<file path="src/sv/pics_pkg.sv">
// shared types, codes and microcode program of the pi controller
package pics_pkg;

	localparam int unsigned StepW = 4;

	// request codes
	localparam logic [1:0] REQ_UPDATE = 2'd0;
	localparam logic [1:0] REQ_PRESET = 2'd1;
	localparam logic [1:0] REQ_CLEAR  = 2'd2;

	// configuration register indexes
	localparam logic [2:0] CFG_SETPOINT = 3'd0;
	localparam logic [2:0] CFG_KP_GAIN  = 3'd1;
	localparam logic [2:0] CFG_KI       = 3'd2;
	localparam logic [2:0] CFG_OUT_MAX  = 3'd3;
	localparam logic [2:0] CFG_OUT_MIN  = 3'd4;
	localparam logic [2:0] CFG_SLEW     = 3'd5;

	typedef logic [StepW-1:0] step_t;

	// program addresses
	localparam step_t ST_ERR   = 4'd0;
	localparam step_t ST_MULP  = 4'd1;
	localparam step_t ST_MULKI = 4'd2;
	localparam step_t ST_SATLO = 4'd3;
	localparam step_t ST_HI    = 4'd4;
	localparam step_t ST_INC   = 4'd5;
	localparam step_t ST_ACC   = 4'd6;
	localparam step_t ST_USUM  = 4'd7;
	localparam step_t ST_SCALE = 4'd8;
	localparam step_t ST_LIM   = 4'd9;
	localparam step_t ST_PRE1  = 4'd10;
	localparam step_t ST_PRE2  = 4'd11;
	localparam step_t ST_CLR   = 4'd12;
	localparam step_t ST_HOLD  = 4'd13;

	typedef enum logic [3:0] {
		OP_ERR, OP_MULP, OP_MULKI, OP_SATLO, OP_HI, OP_INC, OP_ACC,
		OP_USUM, OP_SCALE, OP_LIM, OP_PRE1, OP_PRE2, OP_CLR, OP_HOLD
	} op_t;

	typedef enum logic [2:0] {
		C_NONE, C_PRESET, C_CLEAR, C_HOLD, C_SAT
	} cond_t;

	typedef struct packed {
		op_t   op;
		cond_t cond;
		step_t target;
		logic  last;
	} ucode_t;

	typedef struct packed {
		logic signed [15:0] setpoint;
		logic        [15:0] kp_gain;
		logic        [23:0] ki_per_ms;
		logic signed [8:0]  out_max;
		logic signed [8:0]  out_min;
		logic        [8:0]  slew_limit;
	} cfg_t;

	typedef struct packed {
		logic preset;
		logic clear;
		logic hold;
		logic sat;
	} status_t;

	typedef struct packed {
		op_t  op;
		logic en;
		logic done;
	} ctrl_t;

	function automatic ucode_t ucode(input step_t step);
		ucode_t w;
		case (step)
			ST_ERR:   w = '{OP_ERR,   C_PRESET, ST_PRE1, 1'b0};
			ST_MULP:  w = '{OP_MULP,  C_CLEAR,  ST_CLR,  1'b0};
			ST_MULKI: w = '{OP_MULKI, C_HOLD,   ST_HOLD, 1'b0};
			ST_SATLO: w = '{OP_SATLO, C_SAT,    ST_USUM, 1'b0};
			ST_HI:    w = '{OP_HI,    C_NONE,   ST_ERR,  1'b0};
			ST_INC:   w = '{OP_INC,   C_NONE,   ST_ERR,  1'b0};
			ST_ACC:   w = '{OP_ACC,   C_NONE,   ST_ERR,  1'b0};
			ST_USUM:  w = '{OP_USUM,  C_NONE,   ST_ERR,  1'b0};
			ST_SCALE: w = '{OP_SCALE, C_NONE,   ST_ERR,  1'b0};
			ST_LIM:   w = '{OP_LIM,   C_NONE,   ST_ERR,  1'b1};
			ST_PRE1:  w = '{OP_PRE1,  C_NONE,   ST_ERR,  1'b0};
			ST_PRE2:  w = '{OP_PRE2,  C_NONE,   ST_ERR,  1'b1};
			ST_CLR:   w = '{OP_CLR,   C_NONE,   ST_ERR,  1'b1};
			ST_HOLD:  w = '{OP_HOLD,  C_NONE,   ST_ERR,  1'b1};
			default:  w = '{OP_HOLD,  C_NONE,   ST_ERR,  1'b1};
		endcase
		return w;
	endfunction

endpackage

</file>
<file path="src/sv/pics_seq.sv">
// microcode sequencer: step counter, program table and conditional jumps
module pics_seq import pics_pkg::*; (
	input  logic    clk,
	input  logic    arst_n,
	input  logic    start,
	input  logic    out_free,
	input  status_t status,
	output ctrl_t   ctrl,
	output logic    busy
);

	logic   busy_q;
	step_t  step_q;
	ucode_t cw;
	logic   taken;
	logic   adv;

	assign cw = ucode(step_q);

	always_comb begin
		case (cw.cond)
			C_PRESET: taken = status.preset;
			C_CLEAR:  taken = status.clear;
			C_HOLD:   taken = status.hold;
			C_SAT:    taken = status.sat;
			default:  taken = 1'b0;
		endcase
	end

	// the closing step waits until the output register can take the beat
	assign adv = busy_q && (!cw.last || out_free);

	always_ff @(posedge clk or negedge arst_n) begin
		if (!arst_n) begin
			busy_q <= 1'b0;
			step_q <= ST_ERR;
		end else if (start) begin
			busy_q <= 1'b1;
			step_q <= ST_ERR;
		end else if (adv) begin
			if (cw.last) begin
				busy_q <= 1'b0;
			end else begin
				step_q <= taken ? cw.target : step_q + 1'b1;
			end
		end
	end

	assign ctrl.op   = cw.op;
	assign ctrl.en   = adv;
	assign ctrl.done = adv && cw.last;
	assign busy      = busy_q;

endmodule

</file>
<file path="src/sv/pics_dp.sv">
// datapath: shared multiplier, integrator, scaling, limits and slew
module pics_dp import pics_pkg::*; (
	input  logic               clk,
	input  logic               arst_n,
	input  logic               load,
	input  logic [1:0]         req_type,
	input  logic signed [15:0] measured_speed,
	input  logic [15:0]        elapsed_ms,
	input  logic signed [8:0]  preset_pwm,
	input  cfg_t               cfg,
	input  ctrl_t              ctrl,
	output status_t            status,
	output logic signed [8:0]  res_pwm,
	output logic               res_sat
);

	localparam logic signed [41:0] OneQ24 = 42'sd16777216;
	localparam logic signed [25:0] UMax   = 26'sd16777216;
	localparam logic signed [54:0] AccMax = 55'sd2147483647;
	localparam logic signed [54:0] AccMin = -55'sd2147483648;

	function automatic logic signed [9:0] clamp_lim(input logic signed [9:0] v,
		input logic signed [9:0] lo, input logic signed [9:0] hi);
		logic signed [9:0] r;
		if (v < lo) r = lo;
		else if (v > hi) r = hi;
		else r = v;
		return r;
	endfunction

	// captured beat
	logic [1:0]         req_q;
	logic signed [15:0] speed_q;
	logic [15:0]        dt_q;
	logic signed [8:0]  preset_q;

	logic signed [16:0] e_q;
	logic [40:0]        mul_q;
	logic [40:0]        kie_q;
	logic [36:0]        lo_q;
	logic [52:0]        inc_q;
	logic signed [40:0] p_q;
	logic signed [25:0] u_q;
	logic signed [9:0]  pwm0_q;
	logic signed [9:0]  p0_q;
	logic               sat_q;
	logic signed [31:0] acc_q;
	logic signed [8:0]  prev_q;

	logic [16:0]        e_abs;
	logic signed [9:0]  mx_raw, hi, lo;
	logic [23:0]        mul_a;
	logic [16:0]        mul_b;
	logic [40:0]        mul_y;
	logic [39:0]        p_mag;
	logic signed [40:0] p_next;
	logic signed [41:0] pre;
	logic               sat_now;
	logic [56:0]        inc_sum;
	logic signed [54:0] acc_sum;
	logic signed [31:0] acc_sat;
	logic signed [25:0] u_next;
	logic [24:0]        ua;
	logic [32:0]        sc;
	logic [8:0]         mag;
	logic signed [9:0]  pwm0_next;
	logic signed [9:0]  lim;
	logic signed [10:0] du, sl, slew_res;
	logic [8:0]         m;
	logic [24:0]        q;
	logic signed [31:0] acc_pre;

	assign e_abs = e_q[16] ? 17'(-e_q) : 17'(e_q);

	// pwm limits: negative upper limit uses its magnitude, non-negative lower is symmetric
	assign mx_raw = 10'(cfg.out_max);
	assign hi     = mx_raw[9] ? -mx_raw : mx_raw;
	assign lo     = cfg.out_min[8] ? 10'(cfg.out_min) : -hi;

	always_comb begin
		case (ctrl.op)
			OP_MULP: begin
				mul_a = {8'd0, cfg.kp_gain};
				mul_b = e_abs;
			end
			OP_MULKI: begin
				mul_a = cfg.ki_per_ms;
				mul_b = e_abs;
			end
			OP_SATLO: begin
				mul_a = {3'd0, mul_q[20:0]};
				mul_b = {1'b0, dt_q};
			end
			OP_HI: begin
				mul_a = {4'd0, kie_q[40:21]};
				mul_b = {1'b0, dt_q};
			end
			default: begin
				mul_a = '0;
				mul_b = '0;
			end
		endcase
	end

	assign mul_y = 41'(mul_a) * 41'(mul_b);

	// proportional term in q.24
	assign p_mag  = {mul_q[31:0], 8'd0};
	assign p_next = e_q[16] ? -$signed({1'b0, p_mag}) : $signed({1'b0, p_mag});

	assign pre     = 42'(p_q) + 42'(acc_q);
	assign sat_now = (pre <= -OneQ24) || (pre >= OneQ24);

	// ki*|e|*dt from two partial products, then round off four bits
	assign inc_sum = {mul_q[35:0], 21'd0} + 57'(lo_q) + 57'd8;
	assign acc_sum = 55'(acc_q) +
		(e_q[16] ? -$signed({2'b00, inc_q}) : $signed({2'b00, inc_q}));

	always_comb begin
		if (acc_sum > AccMax) acc_sat = 32'sh7fffffff;
		else if (acc_sum < AccMin) acc_sat = 32'sh80000000;
		else acc_sat = acc_sum[31:0];
	end

	always_comb begin
		if (pre > 42'(UMax)) u_next = UMax;
		else if (pre < -42'(UMax)) u_next = -UMax;
		else u_next = pre[25:0];
	end

	// |u|*255 as shift and subtract, rounded half away from zero
	assign ua        = u_q[25] ? 25'(-u_q) : 25'(u_q);
	assign sc        = {ua, 8'd0} - 33'(ua) + 33'd8388608;
	assign mag       = sc[32:24];
	assign pwm0_next = u_q[25] ? -$signed({1'b0, mag}) : $signed({1'b0, mag});

	assign lim = clamp_lim(pwm0_q, lo, hi);
	assign du  = 11'(lim) - 11'(prev_q);
	assign sl  = $signed({2'b00, cfg.slew_limit});

	always_comb begin
		if (du > sl) slew_res = 11'(prev_q) + sl;
		else if (du < -sl) slew_res = 11'(prev_q) - sl;
		else slew_res = 11'(lim);
	end

	// preset integral: m*2^24/255 = m*0x10101 plus one from m >= 128 on
	assign m       = p0_q[9] ? 9'(-p0_q) : 9'(p0_q);
	assign q       = {m, 16'd0} + 25'({m, 8'd0}) + 25'(m) + 25'(m >= 9'd128);
	assign acc_pre = p0_q[9] ? -$signed({7'd0, q}) : $signed({7'd0, q});

	always_ff @(posedge clk) begin
		if (load) begin
			req_q    <= req_type;
			speed_q  <= measured_speed;
			dt_q     <= elapsed_ms;
			preset_q <= preset_pwm;
		end
		if (ctrl.en) begin
			case (ctrl.op)
				OP_ERR:   e_q <= 17'(cfg.setpoint) - 17'(speed_q);
				OP_MULP:  mul_q <= mul_y;
				OP_MULKI: begin
					mul_q <= mul_y;
					p_q   <= p_next;
				end
				OP_SATLO: begin
					sat_q <= sat_now;
					kie_q <= mul_q;
					mul_q <= mul_y;
				end
				OP_HI: begin
					lo_q  <= mul_q[36:0];
					mul_q <= mul_y;
				end
				OP_INC:   inc_q <= inc_sum[56:4];
				OP_USUM:  u_q <= u_next;
				OP_SCALE: pwm0_q <= pwm0_next;
				OP_PRE1:  p0_q <= clamp_lim(10'(preset_q), lo, hi);
				default: ;
			endcase
		end
	end

	always_ff @(posedge clk or negedge arst_n) begin
		if (!arst_n) begin
			acc_q  <= '0;
			prev_q <= '0;
		end else if (ctrl.en) begin
			case (ctrl.op)
				OP_ACC: acc_q <= acc_sat;
				OP_LIM: prev_q <= slew_res[8:0];
				OP_PRE2: begin
					acc_q  <= acc_pre;
					prev_q <= p0_q[8:0];
				end
				OP_CLR: begin
					acc_q  <= '0;
					prev_q <= '0;
				end
				default: ;
			endcase
		end
	end

	assign status.preset = (req_q == REQ_PRESET);
	assign status.clear  = (req_q == REQ_CLEAR);
	assign status.hold   = !((req_q == REQ_UPDATE) && (dt_q != '0));
	assign status.sat    = sat_now;

	always_comb begin
		case (ctrl.op)
			OP_LIM:  res_pwm = slew_res[8:0];
			OP_PRE2: res_pwm = p0_q[8:0];
			OP_CLR:  res_pwm = '0;
			default: res_pwm = prev_q;
		endcase
	end

	assign res_sat = (ctrl.op == OP_LIM) && sat_q;

endmodule

</file>
<file path="src/sv/pi_controller_antiwindup_slew.sv">
// top level: config registers, sequencer, datapath and output register
// PI speed controller with clamping anti-windup and output slew limit. One
// beat in gives one beat out. The block takes one request at a time; a request
// is taken the cycle after the previous one has left the sequencer, while its
// result may still wait in the output register. The microcode program runs
// the error, the P term and the two partial products of the integral step in
// turn through one shared 24x17 multiplier, then scales, limits and slews; an
// update whose PI sum is saturated skips the rest of the integral step, and
// zero elapsed time, an unused request code, preset and clear take short
// branches. Configuration writes take effect at once and belong between requests.
module pi_controller_antiwindup_slew import pics_pkg::*; (
	input  logic               clk,
	input  logic               arst_n,
	input  logic               cfg_we,
	input  logic [2:0]         cfg_index,
	input  logic [23:0]        cfg_data,
	input  logic               in_valid,
	output logic               in_stall,
	input  logic [1:0]         req_type,
	input  logic signed [15:0] measured_speed,
	input  logic [15:0]        elapsed_ms,
	input  logic signed [8:0]  preset_pwm,
	output logic               out_valid,
	input  logic               out_stall,
	output logic signed [8:0]  pwm_out,
	output logic               saturated
);

	cfg_t              cfg_q;
	status_t           status;
	ctrl_t             ctrl;
	logic              busy;
	logic              load;
	logic              out_free;
	logic              out_valid_q;
	logic signed [8:0] pwm_q;
	logic              sat_out_q;
	logic signed [8:0] res_pwm;
	logic              res_sat;

	always_ff @(posedge clk or negedge arst_n) begin
		if (!arst_n) begin
			cfg_q.setpoint   <= 16'sd0;
			cfg_q.kp_gain    <= 16'd256;
			cfg_q.ki_per_ms  <= 24'd0;
			cfg_q.out_max    <= 9'sd255;
			cfg_q.out_min    <= -9'sd255;
			cfg_q.slew_limit <= 9'd510;
		end else if (cfg_we) begin
			case (cfg_index)
				CFG_SETPOINT: cfg_q.setpoint   <= cfg_data[15:0];
				CFG_KP_GAIN:  cfg_q.kp_gain    <= cfg_data[15:0];
				CFG_KI:       cfg_q.ki_per_ms  <= cfg_data;
				CFG_OUT_MAX:  cfg_q.out_max    <= cfg_data[8:0];
				CFG_OUT_MIN:  cfg_q.out_min    <= cfg_data[8:0];
				CFG_SLEW:     cfg_q.slew_limit <= cfg_data[8:0];
				default: ;
			endcase
		end
	end

	assign in_stall = busy;
	assign load     = in_valid && !busy;
	assign out_free = !out_valid_q || !out_stall;

	pics_seq u_seq (
		.clk      (clk),
		.arst_n   (arst_n),
		.start    (load),
		.out_free (out_free),
		.status   (status),
		.ctrl     (ctrl),
		.busy     (busy)
	);

	pics_dp u_dp (
		.clk            (clk),
		.arst_n         (arst_n),
		.load           (load),
		.req_type       (req_type),
		.measured_speed (measured_speed),
		.elapsed_ms     (elapsed_ms),
		.preset_pwm     (preset_pwm),
		.cfg            (cfg_q),
		.ctrl           (ctrl),
		.status         (status),
		.res_pwm        (res_pwm),
		.res_sat        (res_sat)
	);

	always_ff @(posedge clk or negedge arst_n) begin
		if (!arst_n) begin
			out_valid_q <= 1'b0;
		end else if (ctrl.done) begin
			out_valid_q <= 1'b1;
		end else if (!out_stall) begin
			out_valid_q <= 1'b0;
		end
	end

	always_ff @(posedge clk) begin
		if (ctrl.done) begin
			pwm_q     <= res_pwm;
			sat_out_q <= res_sat;
		end
	end

	assign out_valid = out_valid_q;
	assign pwm_out   = pwm_q;
	assign saturated = sat_out_q;

	// a finishing step never overwrites a beat that is still stalled
	a_no_overwrite: assert property (@(posedge clk) disable iff (!arst_n)
		ctrl.done |-> out_free)
		else $error("result written over a pending output beat");

	a_valid_source: assert property (@(posedge clk) disable iff (!arst_n)
		$rose(out_valid_q) |-> $past(ctrl.done))
		else $error("output valid raised without a finished request");

	a_busy_after_accept: assert property (@(posedge clk) disable iff (!arst_n)
		(in_valid && !in_stall) |=> in_stall)
		else $error("sequencer not busy after an accepted beat");

endmodule
</file>
<file path="config.mk">
export PLATFORM = sky130hd
export DESIGN_NAME = pi_controller_antiwindup_slew
export DESIGN_NICKNAME = d
export VERILOG_FILES = /design/src/sv/pics_pkg.sv /design/src/sv/pics_seq.sv /design/src/sv/pics_dp.sv /design/src/sv/pi_controller_antiwindup_slew.sv
export SDC_FILE = /design/constraint.sdc
export NUM_CORES = 2
export LEC_CHECK = 0
export BUFFER_PORTS_ARGS = -buffer_cell sky130_fd_sc_hd__buf_2
export CAP_MARGIN = 30
export CORE_MARGIN = 1.5
export CORE_UTILIZATION = 50
export CTS_CLUSTER_SIZE = 14
export DETAILED_ROUTE_END_ITERATION = 12
export PLACE_DENSITY = 0.66
export SYNTH_ARGS = -nofsm -noshare
export SYNTH_HDL_FRONTEND = slang
export SYNTH_SLANG_ARGS = --single-unit
</file>
<file path="constraint.sdc">
create_clock -name clk -period 12.8 [get_ports clk]
set_input_delay 2.56 -clock clk [delete_from_list [all_inputs] [get_ports clk]]
set_output_delay 2.56 -clock clk [all_outputs]
set_load 0.05 [all_outputs]
</file>
==> run_results.csv <==
group,metric,value,unit
detailed_routing,drt.antenna.violating_nets,0,
clocking,post_cts_resized,0,
synthesis,netlist_instances,4893,
run_status,violations,"DRC",
sta,min_period,9.72,ns
worst_setup_path,ff2ff_path_depth,29,
die,floorplan.core_area,88600,sq um
synthesis,synth_edf_count,298,
sta,report.final.setup_viol,0,
detailed_routing,drt-total-wl,130000,microns
placed_design,dp_hpwl,105000,microns
die,die_width,303,microns
synthesis,synth_largest_area_cell,"sky130_fd_sc_hd__edfxtp_1",
die,die-height,303,microns
synthesis,post_synth_and_or_nand_nor_area_fraction,16.2,%
worst_setup_path,reg2reg_slack,3.08,ns
sta,timing_worst_slew_pin_value,1.04,ns
worst_setup_path,worstSetupStartpointType,"register",
final_layout,seq_area,12200,sq um
final_layout,area_delta_synth_final,7.46,%
placed_design,place.detailed.instances,6016,
placed_design,gp_congestion,0.948,
global_routing,maximum_number_of_pins_on_one_net_before_global_route_repair,70,
clocking,ctsHoldBuffers,0,
run_status,outcome,"complete, but fails checks",
synthesis,synth-seq-area-share,27.2,%
synthesis,synth_mux_area_share,2.88,%
detailed_routing,drt_pass_1_iters,10,
synthesis,postSynth.asyncResetShare,30.4,%
synthesis,synth.area.top_cells,"sky130_fd_sc_hd__edfxtp_1 20%, sky130_fd_sc_hd__fa_1 15%, sky130_fd_sc_hd__ha_1 10%",
synthesis,synth.top_cell.area_share,19.9,%
sta,sum_neg_setup_slack,0,ns
power_and_ir_drop,max-vdd-ir-drop,0.000153,V
clocking,clk_pin_slew,0.06,ns
power_and_ir_drop,power.density,248,nW/um^2
final_layout,multi_input_gate_area_in_the_final_layout,30000,sq um
detailed_routing,number_of_vias_in_the_routed_layout,36100,
clocking,htreeDepth,2,
final_layout,antenna-diode-count,0,
final_layout,layout-drive-gt1-share,8.27,%
synthesis,synthesis.area_per_instance,9.17,sq um
die,num_rows,109,
sta,final-hold-violation-count,0,
worst_setup_path,timing.critical_path.from,"u_seq.step_q[2]$_DFFE_PN0P_",
synthesis,synth_compound_area_share,15.4,%
worst_setup_path,criticalPathCategory,"reg -> reg",
worst_setup_path,crit_slowest_cell,"sky130_fd_sc_hd__dfrtp_1",
sta,rsz_0062_raised_after_global_routing,"false",
global_routing,via_count_of_the_first_global_routing_pass,35900,
worst_setup_path,cp-endpoint,"u_dp.mul_q[40]$_DFFE_PP_",
global_routing,grt_first_pass_wirelength,205000,microns
clocking,post_cts_setup_buffers,0,
worst_setup_path,timing.critical_path.required,13.20,ns
clocking,cts.sinks,428,
worst_setup_path,most_frequent_cp_cell,"sky130_fd_sc_hd__fa_1",
global_routing,antenna_violations_before_repair,0,
sta,setup_slack,3.08,ns
sta,clock_skew,0.0596,ns
clocking,ctsRootBufferMaster,"sky130_fd_sc_hd__clkbuf_16",
detailed_routing,viasPerCell,5.91,
hold_path,timing.hold.worst.class,"reg -> reg",
synthesis,synth_top_family_by_area,"adder cells",
detailed_routing,drc_violation_total_after_the_first_tritonroute_iteration,2965,
final_layout,finish.net_count,5682,
global_routing,groute.usage.overall,29.0,%
clocking,cts_max_path_buffers,3,
clocking,worst_skew_pair.late_latency,0.66,ns
global_routing,grt.overflow.total,0,
detailed_routing,route.detailed.drc,1,
job,drv_cap,0,
placed_design,placement.io_buffers,86,
detailed_routing,route.detailed.wl_per_inst,21.3,microns
sta,slew_violations,0,
sta,worst_hold_slack,0.421,ns
die,floorplan.initialDensity,50.6,%
worst_setup_path,worst_ep_arrival_time,10.12,ns
power_and_ir_drop,p_leak,0.0206,uW
worst_setup_path,critical_path.reg2reg.endpoint,"u_dp.mul_q[40]$_DFFE_PP_",
worst_setup_path,worst-path-max-fanout,22,
final_layout,nFillCells,8088,
sta,max_freq,103,MHz
synthesis,post_synth_num_cell_types,112,
synthesis,post_synth_fa_ha_maj_area_fraction,25.2,%
worst_setup_path,worst_setup_path_end_kind,"register",
sta,worst_slew_margin_rel,30.1,%
synthesis,ys_seq_elements,428,
synthesis,yosys_warnings,0,
clocking,cts_tree,"yes",
clocking,cts_inserted_buffers,50,
worst_setup_path,crit_path_largest_cell_delay,0.72,ns
synthesis,synthXorXnorAreaFrac,6.90,%
placed_design,pre_cts_slack,3.09,ns
worst_setup_path,critical_path.reg2reg.startpoint,"u_seq.step_q[2]$_DFFE_PN0P_",
die,io_pins,87,
synthesis,synthFlopType,"sky130_fd_sc_hd__edfxtp_1",
die,design.die.area,91600,sq um
final_layout,instances_no_fill,6112,
synthesis,post_synth_instance_area,44900,sq um
sta,tcrit_tclk_final,75.9,%
final_layout,utilization,54.4,%
-- where the power goes --
group	internal [uW]	switching (uW)
registers	2040	571
logic	2900	4970
clock network	832	626
total	5770	6170
-- cells in the mapped netlist (14+ instances only) --
master                     count
sky130_fd_sc_hd__o41ai_1      15
sky130_fd_sc_hd__a21o_1       77
sky130_fd_sc_hd__nor2b_1      58
sky130_fd_sc_hd__a211o_1      21
sky130_fd_sc_hd__a21oi_1     219
sky130_fd_sc_hd__mux2_2       88
sky130_fd_sc_hd__a211oi_1     33
sky130_fd_sc_hd__and4_1       16
sky130_fd_sc_hd__edfxtp_1    298
sky130_fd_sc_hd__or3_1        33
sky130_fd_sc_hd__ha_1        367
sky130_fd_sc_hd__xnor2_1     259
sky130_fd_sc_hd__a31oi_1      36
sky130_fd_sc_hd__nor3_1       73
sky130_fd_sc_hd__nand2b_1     52
sky130_fd_sc_hd__inv_1       549
sky130_fd_sc_hd__buf_2        14
sky130_fd_sc_hd__mux2i_1      30
sky130_fd_sc_hd__a21boi_0     20
sky130_fd_sc_hd__and2_1       51
sky130_fd_sc_hd__nor2_1      402
sky130_fd_sc_hd__o21bai_1     33
sky130_fd_sc_hd__or2_2        26
sky130_fd_sc_hd__nor4_1       40
sky130_fd_sc_hd__o21a_1       54
sky130_fd_sc_hd__dfstp_2      19
sky130_fd_sc_hd__a22oi_1      46
sky130_fd_sc_hd__o31ai_1      59
sky130_fd_sc_hd__o211ai_1     32
sky130_fd_sc_hd__nand2_1     560
sky130_fd_sc_hd__xor2_1       89
sky130_fd_sc_hd__o21ai_1      23
sky130_fd_sc_hd__dfrtp_1     111
sky130_fd_sc_hd__fa_1        335
sky130_fd_sc_hd__and3_1       32
sky130_fd_sc_hd__o21ai_0     181
sky130_fd_sc_hd__nand4_1      46
sky130_fd_sc_hd__or4_1        17
sky130_fd_sc_hd__nand3_1      81
sky130_fd_sc_hd__clkbuf_1    156
sky130_fd_sc_hd__a22o_1       16
-- final cells by class --
class,instances,area share [%]
clock buffer,68,2.88
clock inverter,26,0.597
inverter,549,4.27
multi-input combinational,3736,62.1
sequential,428,25.3
tap,1165,3.02
timing repair buffer,140,1.77
-- how the worst min path moves through the flow --
| stage | start | cells after the start | to |
|---|---|---|---|
| floorplan | u_dp.mul_q[37]$_DFFE_PP_ | 0 | u_dp.kie_q[37]$_DFFE_PP_ |
| global placement | u_dp.mul_q[38]$_DFFE_PP_ | 0 | u_dp.kie_q[38]$_DFFE_PP_ |
| detailed placement | u_dp.mul_q[39]$_DFFE_PP_ | 0 | u_dp.kie_q[39]$_DFFE_PP_ |
| CTS | u_dp.mul_q[39]$_DFFE_PP_ | 0 | u_dp.kie_q[39]$_DFFE_PP_ |
| global route | u_dp.mul_q[39]$_DFFE_PP_ | 0 | u_dp.kie_q[39]$_DFFE_PP_ |
| finish | u_dp.mul_q[39]$_DFFE_PP_ | 0 | u_dp.kie_q[39]$_DFFE_PP_ |
-- critical path: cells and delay by family, from the launching register on --
kind,cells,cell delay (ns)
XOR/XNOR,1,0.07
AO/OA/AOI/OAI,10,2.75
AND/OR/NAND/NOR,5,1.38
adder cells (fa/ha/maj),7,3.46
flip-flops,1,0.72
buffers and inverters,6,1.10
-- flip-flops by register name, summed over array words and instances, names as in the netlist, 2 cells and up --
| signal | count |
|---|---|
| cfg_q | 83 |
| pwm_out | 9 |
| u_dp.preset_q | 9 |
| u_dp.acc_q | 32 |
| u_dp.p_q | 33 |
| u_dp.u_q | 26 |
| u_seq.step_q | 4 |
| u_dp.dt_q | 16 |
| u_dp.inc_q | 53 |
| u_dp.pwm0_q | 10 |
| u_dp.mul_q | 41 |
| u_dp.lo_q | 34 |
| u_dp.e_q | 17 |
| u_dp.req_q | 2 |
| u_dp.kie_q | 20 |
| u_dp.speed_q | 16 |
| u_dp.prev_q | 9 |
| u_dp.p0_q | 10 |
-- layer usage --
layer	track usage (%)	vias up	wire length, microns
met3	3.85	231	8390
met5	0	-	0
met2	47.0	1132	60000
met4	11.7	0	5680
li1	-	17000	-
met1	39.5	17700	56300
-- cells by family after synthesis --
family,after synthesis
AND/OR/NAND/NOR,1543
AO/OA/AOI/OAI,1019
buffers and inverters,730
adder cells (fa/ha/maj),703
flip-flops,428
XOR/XNOR,351
multiplexers,118
other,1
-- layout by cell type (no fill, tap or decap), types with 21 or more instances in the layout --
master | netlist | final
sky130_fd_sc_hd__o211ai_1 | 32 | 32
sky130_fd_sc_hd__nand4_1 | 46 | 46
sky130_fd_sc_hd__nand2b_1 | 52 | 52
sky130_fd_sc_hd__and2_1 | 51 | 51
sky130_fd_sc_hd__a21o_1 | 77 | 77
sky130_fd_sc_hd__xnor2_1 | 259 | 259
sky130_fd_sc_hd__edfxtp_1 | 298 | 298
sky130_fd_sc_hd__buf_4 | 1 | 51
sky130_fd_sc_hd__buf_2 | 14 | 85
sky130_fd_sc_hd__nand2_1 | 560 | 560
sky130_fd_sc_hd__a211oi_1 | 33 | 33
sky130_fd_sc_hd__clkbuf_16 | 0 | 51
sky130_fd_sc_hd__fa_1 | 335 | 335
sky130_fd_sc_hd__a21oi_1 | 219 | 218
sky130_fd_sc_hd__dfrtp_1 | 111 | 111
sky130_fd_sc_hd__or2_2 | 26 | 26
sky130_fd_sc_hd__o21a_1 | 54 | 54
sky130_fd_sc_hd__o21bai_1 | 33 | 33
sky130_fd_sc_hd__nor2b_1 | 58 | 58
sky130_fd_sc_hd__a31oi_1 | 36 | 36
sky130_fd_sc_hd__a22oi_1 | 46 | 46
sky130_fd_sc_hd__xor2_1 | 89 | 89
sky130_fd_sc_hd__mux2i_1 | 30 | 30
sky130_fd_sc_hd__mux2_2 | 88 | 88
sky130_fd_sc_hd__ha_1 | 367 | 367
sky130_fd_sc_hd__nor4_1 | 40 | 38
sky130_fd_sc_hd__nand3_1 | 81 | 81
sky130_fd_sc_hd__o31ai_1 | 59 | 59
sky130_fd_sc_hd__or3_1 | 33 | 33
sky130_fd_sc_hd__and3_1 | 32 | 32
sky130_fd_sc_hd__o21ai_0 | 181 | 177
sky130_fd_sc_hd__nor3_1 | 73 | 70
sky130_fd_sc_hd__o21ai_1 | 23 | 27
sky130_fd_sc_hd__a211o_1 | 21 | 21
sky130_fd_sc_hd__inv_1 | 549 | 548
sky130_fd_sc_hd__nor2_1 | 402 | 398
-- stage by stage --
step / total power [uW] / cell area (sq um)
after floorplan: 8110 / 44900
after detailed placement: 10300 / 46500
after global routing: 12900 / 48200
after global placement: 10300 / 46500
final: 11900 / 48200
after CTS: 11900 / 48200
Power figures use the tool's default switching activity.
